### config.mk
export PLATFORM = sky130hd
export DESIGN_NAME = cascaded_attitude_motor_mixer
export DESIGN_NICKNAME = d
export VERILOG_FILES = /design/src/design/camm_pkg.sv /design/src/design/camm_ctrl.sv /design/src/design/camm_datapath.sv /design/src/design/cascaded_attitude_motor_mixer.sv
export SDC_FILE = /design/constraint.sdc
export NUM_CORES = 2
export LEC_CHECK = 0
export BUFFER_PORTS_ARGS = -buffer_cell sky130_fd_sc_hd__buf_2
export CAP_MARGIN = 20
export CORE_ASPECT_RATIO = 1.25
export CORE_MARGIN = 3
export CORE_UTILIZATION = 35
export CTS_BUF_LIST = sky130_fd_sc_hd__clkbuf_4 sky130_fd_sc_hd__clkbuf_8
export CTS_CLUSTER_SIZE = 40
export DETAILED_ROUTE_END_ITERATION = 8
export PLACE_DENSITY = 0.5
export SYNTH_ARGS = -nofsm -noshare
export SYNTH_HDL_FRONTEND = slang
export SYNTH_SLANG_ARGS = --single-unit
### constraint.sdc
create_clock -name clk -period 19.55 [get_ports clk]
set_input_delay 0 -clock clk [delete_from_list [all_inputs] [get_ports clk]]
set_output_delay 0 -clock clk [all_outputs]
set_load 0.02 [all_outputs]
### src/design/camm_pkg.sv
// ----------------------------------------------------------------------------
// camm_pkg: shared definitions for the cascaded attitude motor mixer
// Widths, fixed-point constants, register indexes, mode codes, multiply
// operation codes and the command and status groups between the controller
// and the datapath.
// ----------------------------------------------------------------------------
package camm_pkg;

  // Fixed-point format and outer loop period.
  localparam int FRAC_BITS        = 10;
  localparam int OUTER_LOOP_TICKS = 2;

  // Field widths.
  localparam int JOY_W       = 11;
  localparam int SENS_W      = 18;
  localparam int GAIN_W      = 16;
  localparam int MODE_W      = 2;
  localparam int WORD_W      = 32;
  localparam int TICK_W      = 2;
  localparam int CFG_INDEX_W = 3;
  localparam int CFG_DATA_W  = GAIN_W;

  // The shared multiplier takes a full word times a short positive operand.
  localparam int MUL_B_W = GAIN_W + 1;
  localparam int PROD_W  = WORD_W + MUL_B_W;

  // Fixed-point one.
  localparam logic [WORD_W-1:0] ONE = WORD_W'(1) << FRAC_BITS;

  // Control modes.
  localparam logic [MODE_W-1:0] MODE_MANUAL = 2'd0;
  localparam logic [MODE_W-1:0] MODE_YAW    = 2'd1;
  localparam logic [MODE_W-1:0] MODE_FULL   = 2'd2;
  localparam logic [MODE_W-1:0] MODE_ZERO   = 2'd3;

  // Configuration register indexes.
  localparam logic [CFG_INDEX_W-1:0] CFG_MODE       = 3'd0;
  localparam logic [CFG_INDEX_W-1:0] CFG_YAW_GAIN   = 3'd1;
  localparam logic [CFG_INDEX_W-1:0] CFG_ANGLE_GAIN = 3'd2;
  localparam logic [CFG_INDEX_W-1:0] CFG_RATE_GAIN  = 3'd3;

  // Configuration reset values.
  localparam logic [MODE_W-1:0] MODE_RESET       = MODE_ZERO;
  localparam logic [GAIN_W-1:0] YAW_GAIN_RESET   = 16'd24;
  localparam logic [GAIN_W-1:0] ANGLE_GAIN_RESET = 16'd75;
  localparam logic [GAIN_W-1:0] RATE_GAIN_RESET  = 16'd30;

  // Multiply operations issued by the controller.
  typedef logic [3:0] op_t;
  localparam op_t OP_NONE = 4'd0;
  localparam op_t OP_YAW  = 4'd1;
  localparam op_t OP_POUT = 4'd2;
  localparam op_t OP_PIN  = 4'd3;
  localparam op_t OP_ROUT = 4'd4;
  localparam op_t OP_RIN  = 4'd5;
  localparam op_t OP_M0   = 4'd6;
  localparam op_t OP_M1   = 4'd7;
  localparam op_t OP_M2   = 4'd8;
  localparam op_t OP_M3   = 4'd9;

  // Controller to datapath.
  typedef struct packed {
    logic load;
    op_t  op;
  } camm_cmd_t;

  // Datapath to controller.
  typedef struct packed {
    logic [MODE_W-1:0] mode;
    logic              pitch_refresh;
    logic              roll_refresh;
    logic              out_busy;
  } camm_sts_t;

endpackage

### src/design/camm_ctrl.sv
// ----------------------------------------------------------------------------
// camm_ctrl: request sequencer
// Accepts a request, then issues the multiply operations that the current
// mode needs to the datapath, one per cycle, and finishes with the four
// motor products once the output register is free.
// ----------------------------------------------------------------------------
module camm_ctrl (
  input  logic                clk,
  input  logic                rst,
  input  logic                in_valid,
  output logic                in_ready,
  output camm_pkg::camm_cmd_t cmd,
  input  camm_pkg::camm_sts_t sts
);
  import camm_pkg::*;

  localparam logic [1:0] ST_IDLE = 2'd0;
  localparam logic [1:0] ST_RUN  = 2'd1;
  localparam logic [1:0] ST_WAIT = 2'd2;

  logic [1:0] state;
  logic [1:0] state_next;
  op_t        op;
  op_t        op_next;

  // State and current operation.
  always_ff @(posedge clk) begin
    if (rst) begin
      state <= ST_IDLE;
      op    <= OP_NONE;
    end else begin
      state <= state_next;
      op    <= op_next;
    end
  end

  // Next state and commands.
  always_comb begin
    state_next = state;
    op_next    = op;
    cmd.load   = 1'b0;
    cmd.op     = OP_NONE;
    in_ready   = 1'b0;
    case (state)
      ST_IDLE: begin
        in_ready = 1'b1;
        if (in_valid) begin
          cmd.load = 1'b1;
          if (sts.mode == MODE_YAW || sts.mode == MODE_FULL) begin
            state_next = ST_RUN;
            op_next    = OP_YAW;
          end else begin
            state_next = ST_WAIT;
          end
        end
      end
      ST_RUN: begin
        cmd.op = op;
        case (op)
          OP_YAW: begin
            if (sts.mode == MODE_FULL) begin
              op_next = sts.pitch_refresh ? OP_POUT : OP_PIN;
            end else begin
              state_next = ST_WAIT;
            end
          end
          OP_POUT: op_next = OP_PIN;
          OP_PIN:  op_next = sts.roll_refresh ? OP_ROUT : OP_RIN;
          OP_ROUT: op_next = OP_RIN;
          OP_RIN:  state_next = ST_WAIT;
          OP_M0:   op_next = OP_M1;
          OP_M1:   op_next = OP_M2;
          OP_M2:   op_next = OP_M3;
          OP_M3: begin
            op_next    = OP_NONE;
            state_next = ST_IDLE;
          end
          default: begin
            op_next    = OP_NONE;
            state_next = ST_IDLE;
          end
        endcase
      end
      ST_WAIT: begin
        // When a factor product is in flight, it lands during the first cycle of this state.
        if (!sts.out_busy) begin
          state_next = ST_RUN;
          op_next    = OP_M0;
        end
      end
      default: begin
        state_next = ST_IDLE;
        op_next    = OP_NONE;
      end
    endcase
  end

`ifndef SYNTHESIS
  // No request is taken while an operation is being issued.
  a_idle_no_op: assert property (@(posedge clk) disable iff (rst)
    in_ready |-> cmd.op == OP_NONE)
    else $error("camm_ctrl: request accepted while issuing an operation");

  // Motor products start only into a free output register.
  a_m0_free: assert property (@(posedge clk) disable iff (rst)
    cmd.op == OP_M0 |-> !sts.out_busy)
    else $error("camm_ctrl: motor products started over a pending result");

  // The last motor product always returns the sequencer to idle.
  a_m3_idle: assert property (@(posedge clk) disable iff (rst)
    cmd.op == OP_M3 |=> state == ST_IDLE)
    else $error("camm_ctrl: sequencer did not return to idle");
`endif

endmodule

### src/design/camm_datapath.sv
// ----------------------------------------------------------------------------
// camm_datapath: registers, shared multiplier and result register
// Holds the configuration, the captured request, the yaw, pitch and roll
// factors and the loop state. One shared multiplier is fed by the issued
// operation; its product is registered with its operation tag and then folded
// into the factors, the held desired rates or the motor outputs.
// ----------------------------------------------------------------------------
module camm_datapath (
  input  logic                                     clk,
  input  logic                                     rst,
  input  logic                                     cfg_we,
  input  logic        [camm_pkg::CFG_INDEX_W-1:0]  cfg_index,
  input  logic        [camm_pkg::CFG_DATA_W-1:0]   cfg_data,
  input  logic        [camm_pkg::JOY_W-1:0]        joy_lift,
  input  logic signed [camm_pkg::JOY_W-1:0]        joy_yaw,
  input  logic signed [camm_pkg::JOY_W-1:0]        joy_pitch,
  input  logic signed [camm_pkg::JOY_W-1:0]        joy_roll,
  input  logic signed [camm_pkg::SENS_W-1:0]       yaw_rate,
  input  logic signed [camm_pkg::SENS_W-1:0]       roll_rate,
  input  logic signed [camm_pkg::SENS_W-1:0]       pitch_rate,
  input  logic signed [camm_pkg::SENS_W-1:0]       pitch_angle,
  input  logic signed [camm_pkg::SENS_W-1:0]       roll_angle,
  input  camm_pkg::camm_cmd_t                      cmd,
  output camm_pkg::camm_sts_t                      sts,
  output logic                                     out_valid,
  input  logic                                     out_ready,
  output logic signed [camm_pkg::WORD_W-1:0]       motor_front,
  output logic signed [camm_pkg::WORD_W-1:0]       motor_right,
  output logic signed [camm_pkg::WORD_W-1:0]       motor_back,
  output logic signed [camm_pkg::WORD_W-1:0]       motor_left
);
  import camm_pkg::*;

  // Configuration registers.
  logic [MODE_W-1:0] control_mode;
  logic [GAIN_W-1:0] yaw_rate_gain;
  logic [GAIN_W-1:0] angle_gain;
  logic [GAIN_W-1:0] rate_gain;

  // Captured request.
  logic [JOY_W-1:0]  lift;
  logic [WORD_W-1:0] jp_word;
  logic [WORD_W-1:0] jr_word;
  logic [SENS_W-1:0] yr;
  logic [SENS_W-1:0] rr;
  logic [SENS_W-1:0] pr;
  logic [SENS_W-1:0] pa;
  logic [SENS_W-1:0] ra;

  // Factors and loop state.
  logic [WORD_W-1:0] fy;
  logic [WORD_W-1:0] fp;
  logic [WORD_W-1:0] fr;
  logic [TICK_W-1:0] pitch_tick_count;
  logic [TICK_W-1:0] roll_tick_count;
  logic [WORD_W-1:0] desired_pitch_rate;
  logic [WORD_W-1:0] desired_roll_rate;
  logic              pitch_refresh;
  logic              roll_refresh;

  // Multiplier.
  logic signed [WORD_W-1:0]  mul_a;
  logic signed [MUL_B_W-1:0] mul_b;
  logic signed [PROD_W-1:0]  product;
  logic [WORD_W-1:0]         prod_res;
  op_t                       prod_op;

  // Sign-extended joystick words used at capture.
  logic [WORD_W-1:0] jy_in;
  logic [WORD_W-1:0] jp_in;
  logic [WORD_W-1:0] jr_in;

  assign jy_in = {{(WORD_W-JOY_W){joy_yaw[JOY_W-1]}}, joy_yaw};
  assign jp_in = {{(WORD_W-JOY_W){joy_pitch[JOY_W-1]}}, joy_pitch};
  assign jr_in = {{(WORD_W-JOY_W){joy_roll[JOY_W-1]}}, joy_roll};

  assign pitch_refresh = pitch_tick_count >= TICK_W'(OUTER_LOOP_TICKS);
  assign roll_refresh  = roll_tick_count >= TICK_W'(OUTER_LOOP_TICKS);

  assign sts.mode          = control_mode;
  assign sts.pitch_refresh = pitch_refresh;
  assign sts.roll_refresh  = roll_refresh;
  assign sts.out_busy      = out_valid;

  // Configuration writes; unknown indexes are ignored.
  always_ff @(posedge clk) begin
    if (rst) begin
      control_mode  <= MODE_RESET;
      yaw_rate_gain <= YAW_GAIN_RESET;
      angle_gain    <= ANGLE_GAIN_RESET;
      rate_gain     <= RATE_GAIN_RESET;
    end else if (cfg_we) begin
      case (cfg_index)
        CFG_MODE:       control_mode  <= cfg_data[MODE_W-1:0];
        CFG_YAW_GAIN:   yaw_rate_gain <= cfg_data;
        CFG_ANGLE_GAIN: angle_gain    <= cfg_data;
        CFG_RATE_GAIN:  rate_gain     <= cfg_data;
        default: ;
      endcase
    end
  end

  // Operand selection for the shared multiplier.
  always_comb begin
    mul_a = '0;
    mul_b = '0;
    case (cmd.op)
      OP_YAW: begin
        mul_a = {{(WORD_W-SENS_W){yr[SENS_W-1]}}, yr};
        mul_b = {1'b0, yaw_rate_gain};
      end
      OP_POUT: begin
        mul_a = {{(WORD_W-SENS_W){pa[SENS_W-1]}}, pa};
        mul_b = {1'b0, angle_gain};
      end
      OP_PIN: begin
        mul_a = {{(WORD_W-SENS_W){pr[SENS_W-1]}}, pr};
        mul_b = {1'b0, rate_gain};
      end
      OP_ROUT: begin
        mul_a = {{(WORD_W-SENS_W){ra[SENS_W-1]}}, ra};
        mul_b = {1'b0, angle_gain};
      end
      OP_RIN: begin
        mul_a = {{(WORD_W-SENS_W){rr[SENS_W-1]}}, rr};
        mul_b = {1'b0, rate_gain};
      end
      OP_M0: begin
        mul_a = ONE - fy + fp;
        mul_b = {{(MUL_B_W-JOY_W){1'b0}}, lift};
      end
      OP_M1: begin
        mul_a = ONE + fy - fr;
        mul_b = {{(MUL_B_W-JOY_W){1'b0}}, lift};
      end
      OP_M2: begin
        mul_a = ONE - fy - fp;
        mul_b = {{(MUL_B_W-JOY_W){1'b0}}, lift};
      end
      OP_M3: begin
        mul_a = ONE + fy + fr;
        mul_b = {{(MUL_B_W-JOY_W){1'b0}}, lift};
      end
      default: ;
    endcase
  end

  assign product = PROD_W'(mul_a) * PROD_W'(mul_b);

  // Product register: arithmetic shift by the fraction, wrapped to a word.
  always_ff @(posedge clk) begin
    prod_res <= product[FRAC_BITS+WORD_W-1:FRAC_BITS];
  end

  // Operation tag that travels with the product.
  always_ff @(posedge clk) begin
    if (rst) begin
      prod_op <= OP_NONE;
    end else begin
      prod_op <= cmd.op;
    end
  end

  // Request capture and factor updates.
  always_ff @(posedge clk) begin
    if (cmd.load) begin
      lift    <= joy_lift;
      jp_word <= jp_in;
      jr_word <= jr_in;
      yr      <= yaw_rate;
      rr      <= roll_rate;
      pr      <= pitch_rate;
      pa      <= pitch_angle;
      ra      <= roll_angle;
      fy      <= (control_mode == MODE_ZERO) ? '0 : jy_in;
      fp      <= (control_mode == MODE_MANUAL || control_mode == MODE_YAW) ? jp_in : '0;
      fr      <= (control_mode == MODE_MANUAL || control_mode == MODE_YAW) ? jr_in : '0;
    end
    case (prod_op)
      OP_YAW:  fy <= fy - prod_res;
      OP_PIN:  fp <= desired_pitch_rate - prod_res;
      OP_RIN:  fr <= desired_roll_rate + prod_res;
      default: ;
    endcase
  end

  // Held desired rates and outer loop tick counters.
  always_ff @(posedge clk) begin
    if (rst) begin
      desired_pitch_rate <= '0;
      desired_roll_rate  <= '0;
      pitch_tick_count   <= '0;
      roll_tick_count    <= '0;
    end else begin
      case (prod_op)
        OP_POUT: desired_pitch_rate <= (jp_word << 1) - prod_res;
        OP_ROUT: desired_roll_rate  <= (jr_word << 1) + prod_res;
        OP_PIN: begin
          pitch_tick_count <= pitch_refresh ? TICK_W'(1) : pitch_tick_count + TICK_W'(1);
        end
        OP_RIN: begin
          roll_tick_count <= roll_refresh ? TICK_W'(1) : roll_tick_count + TICK_W'(1);
        end
        default: ;
      endcase
    end
  end

  // Motor result register.
  always_ff @(posedge clk) begin
    case (prod_op)
      OP_M0:   motor_front <= prod_res;
      OP_M1:   motor_right <= prod_res;
      OP_M2:   motor_back  <= prod_res;
      OP_M3:   motor_left  <= prod_res;
      default: ;
    endcase
  end

  // Result valid flag.
  always_ff @(posedge clk) begin
    if (rst) begin
      out_valid <= 1'b0;
    end else if (prod_op == OP_M3) begin
      out_valid <= 1'b1;
    end else if (out_ready) begin
      out_valid <= 1'b0;
    end
  end

`ifndef SYNTHESIS
  // A motor product never overwrites a result that is still pending.
  a_no_clobber: assert property (@(posedge clk) disable iff (rst)
    (prod_op == OP_M0 || prod_op == OP_M1 || prod_op == OP_M2 || prod_op == OP_M3)
    |-> !out_valid)
    else $error("camm_datapath: motor result overwritten while pending");

  // After an inner pitch update the tick counter is never zero.
  a_pitch_tick: assert property (@(posedge clk) disable iff (rst)
    prod_op == OP_PIN |=> pitch_tick_count != '0)
    else $error("camm_datapath: pitch tick counter wrapped");

  // The inner pitch product always follows the yaw or outer pitch product.
  a_pin_order: assert property (@(posedge clk) disable iff (rst)
    prod_op == OP_PIN |-> ($past(prod_op) == OP_YAW || $past(prod_op) == OP_POUT))
    else $error("camm_datapath: inner pitch product out of order");
`endif

endmodule

### src/design/cascaded_attitude_motor_mixer.sv
// Sequencing: a new request is taken only after the previous one has issued its
// motor products, all through the single shared multiplier; yaw control adds the
// yaw product, full control adds the pitch and roll products, and each outer loop
// refresh adds one more. Motor products wait until the last result is taken.
// Reset: synchronous; registers return to mode 3 and the default gains, the
// held desired rates and tick counters clear, and no result is pending.
// ----------------------------------------------------------------------------
// cascaded_attitude_motor_mixer: cascaded attitude controller and quad mixer
// Takes joystick values and filtered attitude readings per control tick and
// returns four motor drive values, using a sequencer and a shared datapath.
// ----------------------------------------------------------------------------
module cascaded_attitude_motor_mixer (
  input  logic                                     clk,
  input  logic                                     rst,
  input  logic                                     cfg_we,
  input  logic        [camm_pkg::CFG_INDEX_W-1:0]  cfg_index,
  input  logic        [camm_pkg::CFG_DATA_W-1:0]   cfg_data,
  input  logic                                     in_valid,
  output logic                                     in_ready,
  input  logic        [camm_pkg::JOY_W-1:0]        joy_lift,
  input  logic signed [camm_pkg::JOY_W-1:0]        joy_yaw,
  input  logic signed [camm_pkg::JOY_W-1:0]        joy_pitch,
  input  logic signed [camm_pkg::JOY_W-1:0]        joy_roll,
  input  logic signed [camm_pkg::SENS_W-1:0]       yaw_rate,
  input  logic signed [camm_pkg::SENS_W-1:0]       roll_rate,
  input  logic signed [camm_pkg::SENS_W-1:0]       pitch_rate,
  input  logic signed [camm_pkg::SENS_W-1:0]       pitch_angle,
  input  logic signed [camm_pkg::SENS_W-1:0]       roll_angle,
  output logic                                     out_valid,
  input  logic                                     out_ready,
  output logic signed [camm_pkg::WORD_W-1:0]       motor_front,
  output logic signed [camm_pkg::WORD_W-1:0]       motor_right,
  output logic signed [camm_pkg::WORD_W-1:0]       motor_back,
  output logic signed [camm_pkg::WORD_W-1:0]       motor_left
);
  import camm_pkg::*;

  camm_cmd_t cmd;
  camm_sts_t sts;

  // Sequencer.
  camm_ctrl u_ctrl (
    .clk      (clk),
    .rst      (rst),
    .in_valid (in_valid),
    .in_ready (in_ready),
    .cmd      (cmd),
    .sts      (sts)
  );

  // Datapath.
  camm_datapath u_datapath (
    .clk         (clk),
    .rst         (rst),
    .cfg_we      (cfg_we),
    .cfg_index   (cfg_index),
    .cfg_data    (cfg_data),
    .joy_lift    (joy_lift),
    .joy_yaw     (joy_yaw),
    .joy_pitch   (joy_pitch),
    .joy_roll    (joy_roll),
    .yaw_rate    (yaw_rate),
    .roll_rate   (roll_rate),
    .pitch_rate  (pitch_rate),
    .pitch_angle (pitch_angle),
    .roll_angle  (roll_angle),
    .cmd         (cmd),
    .sts         (sts),
    .out_valid   (out_valid),
    .out_ready   (out_ready),
    .motor_front (motor_front),
    .motor_right (motor_right),
    .motor_back  (motor_back),
    .motor_left  (motor_left)
  );

endmodule

Yosys cells after proc, flatten, opt, wreduce, memory -nomap -nowiden
Index checks and enable logic that the tools add are counted.
{"block": "totals", "wordCells": 137, "register_bits": 508, "input_bits": 158}
{"block": "op_classes", "reduce_logical": 19, "magnitude_cmp": 2, "n_mux": 33, "n_eq_ne": 41, "mul": 1, "n_addsub": 13}
{"operator": "$mux W32", "n": 9}
{"operator": "$pmux W32 S9", "n": 1}
{"operator": "$sub A32 B32 Y32", "n": 5}
{"operator": "$add A32 B32 Y32", "n": 4}
{"operator": "$pmux W16 S4", "n": 1}
{"operator": "$eq A4 B3 Y1 const B", "n": 12}
{"operator": "$mul A32 B17 Y42", "n": 1}
{"operator": "$add A11 B32 Y32 const A", "n": 1}
{"operator": "$pmux W4 S8", "n": 1}
{"operator": "$sub A11 B32 Y32 const A", "n": 1}
{"operator": "$eq A4 B2 Y1 const B", "n": 6}
{"operator": "$eq A4 B4 Y1 const B", "n": 5}
{"operator": "$mux W4", "n": 5}
{"operator": "$eq A4 B1 Y1 const B", "n": 3}
{"operator": "$mux W2", "n": 6}
{"operator": "$pmux W2 S3", "n": 2}
{"operator": "$pmux W4 S3", "n": 1}
{"operator": "$ne A2 B2 Y1 const B", "n": 4}
{"operator": "$reduce_and A2 Y1", "n": 4}
{"operator": "$reduce_bool A2 Y1", "n": 4}
{"operator": "$mux W1", "n": 7}
{"operator": "$eq A2 B2 Y1 const B", "n": 3}
{"operator": "$eq A3 B2 Y1 const B", "n": 2}
{"operator": "$reduce_or A6 Y1", "n": 1}
{"operator": "other kinds (14)", "n": 20}

Logic depth before layout (Yosys ltp)
{"block": "depth", "word_depth": 6, "mapped_depth": 47, "mapped_depth_nobuf": 46}

Cells and area by module
A second synthesis with hierarchy kept.
{"block": "unflattened", "cells_unflattened": 5049, "hier_area_um2": 46543.4}
{"mod": "camm_datapath", "cells_each": 4985, "n_inst": 1, "area_each_um2": 46004.1}
{"mod": "camm_ctrl", "cells_each": 64, "n_inst": 1, "area_each_um2": 539.3}

Worst setup path before layout
Ideal clock, no wire load.
{"block": "synth_timing", "path_type": "reg-to-reg", "from": "register u_ctrl.state[0]", "to": "register u_datapath.prod_res[31]", "t_required_ns": 19.420, "t_arrival_ns": 10.000, "setup_time_ns": 0.130, "path_buffers": 3, "synth_period_minus_slack_ns": 10.130, "stages_incl_launch_ff": 43, "path_slack_ns": 9.420, "path_cell_list": "dfxtp_1 clkbuf_1 nand2b_1 clkbuf_1 nor3_1 clkbuf_1 nor2_1 xnor2_1 ha_1 o21a_1 o31a_1 a21o_1 o41a_1 o21ai_0 nand2b_1 a21o_1 a21oi_1 xnor2_1 (+7 left out) fa_1 fa_1 inv_1 fa_1 inv_1 ha_1 a211oi_1 o211ai_1 a32oi_1 o22ai_1 a21o_1 a211oi_1 o21ai_0 o211ai_1 a21boi_0 o21a_1 nor2_1 xnor3_1"}
{"block": "synth_via", "elab_chain_cells": 6}
{"item": "from (decl)", "line": "camm_ctrl.sv:21", "rtl": "logic [1:0] state;"}
{"item": "from (signal assigned)", "line": "camm_ctrl.sv:32", "rtl": "state <= state_next;"}
{"item": "$eq A2 B1 Y1 (*)", "line": "camm_ctrl.sv:44", "rtl": "case (state)"}
{"item": "$mux W4 (*)", "line": "camm_ctrl.sv:44"}
{"item": "$eq A4 B3 Y1, or another cell as far along", "line": "camm_datapath.sv:107", "rtl": "case (cmd.op)"}
{"item": "$reduce_or A4 Y1 (no source line) / $reduce_or A2 Y1 (equally long branches)"}
{"item": "$pmux W16 S4", "line": "camm_datapath.sv:107"}
{"item": "$mul A32 B17 Y42 (*)", "line": "camm_datapath.sv:148", "rtl": "assign product = PROD_W'(mul_a) * PROD_W'(mul_b);"}
{"item": "net u_datapath.product[41]", "line": "camm_datapath.sv:64", "rtl": "logic signed [PROD_W-1:0] product;"}
{"item": "to (signal assigned)", "line": "camm_datapath.sv:152", "rtl": "prod_res <= product[FRAC_BITS+WORD_W-1:FRAC_BITS];"}
{"item": "to (decl)", "line": "camm_datapath.sv:65", "rtl": "logic [WORD_W-1:0] prod_res;"}
Mark *: on every way through the listed nets, which the timed path passes. The rest lies on a longest branch.
A chain may end at the register's enable or synchronous reset.

Final worst setup path
{"block": "layout_timing", "from": "register u_ctrl.op[0]", "to": "register u_datapath.prod_res[31]"}
{"block": "layout_via", "elab_chain_cells": 5}
{"item": "from (decl)", "line": "camm_ctrl.sv:23", "rtl": "op_t op;"}
{"item": "from (signal assigned)", "line": "camm_ctrl.sv:33", "rtl": "op <= op_next;"}
{"item": "$mux W4 (*)", "line": "camm_ctrl.sv:44"}
{"item": "$eq A4 B3 Y1, or another cell as far along", "line": "camm_datapath.sv:107"}
{"item": "$reduce_or A4 Y1 (no source line) / $reduce_or A2 Y1 (equally long branches)"}
{"item": "$pmux W16 S4", "line": "camm_datapath.sv:107"}
{"item": "$mul A32 B17 Y42 (*)", "line": "camm_datapath.sv:148"}
{"item": "net u_datapath.product[41]", "line": "camm_datapath.sv:64"}
Marks and branches as above.

==> out/results.ini <==
[logic_synthesis]
yosys.cell_count.top_type = inv_1
synth_fp_nets = 5881
synth_common_cells = inv_1, nand2_1, fa_1, edfxtp_1, ha_1
syn_area_per_cell_um2 = 9.25
synthTopCellsByArea = edfxtp_1, fa_1, ha_1, dfxtp_1, inv_1
syn_area_mm2 = 0.0459
yosysTopAreaCellShare_pct = 22.7
synth_async_sr_flop_share_pct = 0
yosysWarnings = 0
syn_inst = 4959
yosysUniqueCellTypes = 92
synth.yosys.seq_area_share_pct = 29.7
synth-edff-count = 347
ys.flop_type = edfxtp_1
yosysTopAreaCell = edfxtp_1
synth_seq_cells = 508

[final_layout]
multi_input_area_mm2 = 0.0290
layout-drive-gt1-share_pct = 10.8
regArea_mm2 = 0.0136
nets = 6472
postLayoutCellArea_mm2 = 0.0546
layout.cells.non_filler = 7347
area_growth_syn_to_layout_pct = 19.0
fill_cells = 12800

[timing]
fin_crit_ns = 12.46
drv_slew = 0
max_freq_mhz = 80.2
max_slew_margin_pct = 2.57
hold_viol_final = 0
rsz0062_at_grt = false
skew_ns = 0.0689
fin_crit_sh_pct = 63.7
max_slew.worst_pin.slew_ns = 1.46
hold_ws_ns = 0.103
final.setup.tns_ns = 0
setup_violations = 0

[placed_design]
place_area_mm2 = 0.0496
place_inst = 6873
gp_congestion = 0.920
portBuffers = 287
hpwl_um = 129000

[global_routing]
grt_overflow_total = 0
grt_max_degree = 77
antenna_found_initial = 16
grt_pass1_vias = 38900
track_usage_pct = 24.3
grt_pass1_wl_um = 245000

[clock_tree]
cts_tree = done
cts_buffers = 90
clkTransAtPathRegs_ns = 0.06
clk_latency_ns = 0.83
htree_levels = 3
cts_root_buf = clkbuf_8
clock_sinks = 508
cts_buffer_depth = 3
cts_setup_buffers = 0
cts_resized = 0

[worst_hold_path]
holdPathStages = 5
min_from = out_ready
holdPathEnd = u_datapath.out_valid
hold_path_class = in -> reg

[critical_path]
slowest_stage = a211oi_1
worstSetupPathType = reg -> reg
worstPathRequired_ns = 20.20
cp-end-kind = flip-flop
critPathMaxFanout = 45
rr_endpoint = u_datapath.prod_res[31]
max_stage_delay_ns = 0.68
reg2reg_from = u_ctrl.op[0]
r2r_cells = 38
critPathBufInv = 5
worst_setup_path_start_kind = flip-flop
crit_family = compound AO/OA/AOI/OAI gates
cp_data_arrival_time_ns = 13.11
reg2reg_slack_ns = 7.09
cpMostUsedCell = fa_1

[route]
finalWirelength_um = 166000
drc = 0
drtAntennaViolNets = 0
avgRoutedWirePerCell_um = 22.6
firstDrtPassIters = 8
vias_per_cell = 5.18
drt_iter0_drc = 2571
vias = 38100

[power_and_ir_drop]
ir_worst_vdd_v = 0.0000597
p_clk_share_pct = 34.6
total_power_mw = 3.25
p_per_area_mw_per_mm2 = 59.5
p_int_mw = 2.18
p_sw_mw = 1.07
seqPwrFrac_pct = 39.6
p_comb_share_pct = 25.8
leakage_nw = 23.9
switching_share_pct = 32.9

[floorplan]
coreArea_mm2 = 0.129
dieHeight_um = 411
start_util_pct = 35.5
die_w_um = 330
ios = 288
die_area_mm2 = 0.135
rows = 147

[outcome]
status = complete, no violations

[run]
drv_cap = 0

## kinds of logic after synthesis
kind of cell / count (synthesis) / synth area share [%]
and+or+nand+nor: 1516 / 15.1
xor gates and xnor gates: 310 / 5.98
adders and majority gates: 764 / 28.0
muxes: 11 / 0.256
AOI/OAI and AO/OA: 982 / 13.8
DFF: 508 / 29.7
buffers and inverters: 868 / 7.13
## layout by cell type, fill, tap and decap left out, types with 22 or more instances in the layout
master and instances:
ha_1 327, a21oi_1 308, o31ai_1 31, dlygate4sd3_1 298, o21bai_1 31, o211ai_1 31, xnor2_1 198, buf_4 99
nand4_1 28, a31oi_1 44, a211oi_1 22, a22oi_1 22, nand3_1 101, nand2_1 670, clkbuf_8 101, nand2b_1 50
o21ai_0 191, nand3b_1 27, inv_1 681, a21o_1 106, o21a_1 39, buf_2 286, fa_1 437, edfxtp_1 347
xor2_1 110, and3_1 30, dfxtp_1 160, clkbuf_4 39, and2_1 63, nor3_1 80, nor2b_1 54, or3_1 33
nor2_1 307
## registers in the layout, summed over array words and instances, names as in the netlist, 11 cells and up
name and flops:
u_datapath.desired_pitch_rate 32, u_datapath.desired_roll_rate 32, u_datapath.fp 32, u_datapath.fr 32, u_datapath.fy 32, u_datapath.motor_back 32
u_datapath.motor_front 32, u_datapath.motor_left 32, u_datapath.motor_right 32, u_datapath.prod_res 32, u_datapath.pa 18, u_datapath.pr 18
u_datapath.ra 18, u_datapath.rr 18, u_datapath.yr 18, u_datapath.angle_gain 16, u_datapath.rate_gain 16, u_datapath.yaw_rate_gain 16
u_datapath.jp_word 11, u_datapath.jr_word 11, u_datapath.lift 11
## metrics by stage
step	worst slack (ns)	util, %
2_1_floorplan	9.42	-
6_report	7.09	42.2
5_1_grt	6.42	42.2
4_1_cts	7.19	42.2
3_3_place_gp	7.41	38.3
3_5_place_dp	7.26	38.3
## power by group through the flow
stage          clock network, mW  logic, mW  registers [mW]
4_1_cts                     1.15      0.832            1.28
6_report                    1.12      0.838            1.29
2_1_floorplan                  0      0.560            1.27
3_5_place_dp                   0      0.779            1.31
5_1_grt                     1.20      0.920            1.29
3_3_place_gp                   0      0.779            1.31
## layout make-up
type	count	share of cell area [%]
Tap cell	1713	3.93
Clock inverter	28	0.596
Multi-Input combinational cell	3583	53.2
Sequential cell	508	25.0
Antenna cell	8	0.0367
Clock buffer	140	3.08
Timing Repair Buffer	683	9.45
Inverter	684	4.71
## repair_timing
item,CTS,global route
hold buffers,298,0
hold endpoints to repair,266,0
endpoints found under the setup margin,0,0
## worst register-to-register path: cells and delay by family (launching register included)
kind,cells,cell delay (ns)
AO/OA/AOI/OAI,16,4.47
XOR/XNOR,2,0.36
adder cells (fa/ha/maj),8,3.76
buffers and inverters,5,1.21
flip-flops,1,0.31
AND/OR/NAND/NOR,7,2.20
## worst max path at each step
| stage | from | endpoint | slack [ns] | cells past startpoint |
|---|---|---|---|---|
| detailed placement | u_ctrl.op[0] | u_datapath.prod_res[31] | 7.26 | 38 |
| global route | u_ctrl.op[0] | u_datapath.prod_res[31] | 6.42 | 39 |
| finish | u_ctrl.op[0] | u_datapath.prod_res[31] | 7.09 | 38 |
| floorplan | u_ctrl.state[0] | u_datapath.prod_res[31] | 9.42 | 42 |
| global placement | u_ctrl.op[0] | u_datapath.prod_res[31] | 7.41 | 39 |
| CTS | u_ctrl.op[0] | u_datapath.prod_res[31] | 7.19 | 40 |
## routing by layer
metal	up-vias	global-route usage (%)	wire length, um
met5	-	0	27
met4	4	9.14	6510
met3	257	3.52	8300
met2	1031	42.6	82000
met1	18900	30.1	69100
li1	17900	-	-
Power figures use the tool's default switching activity.
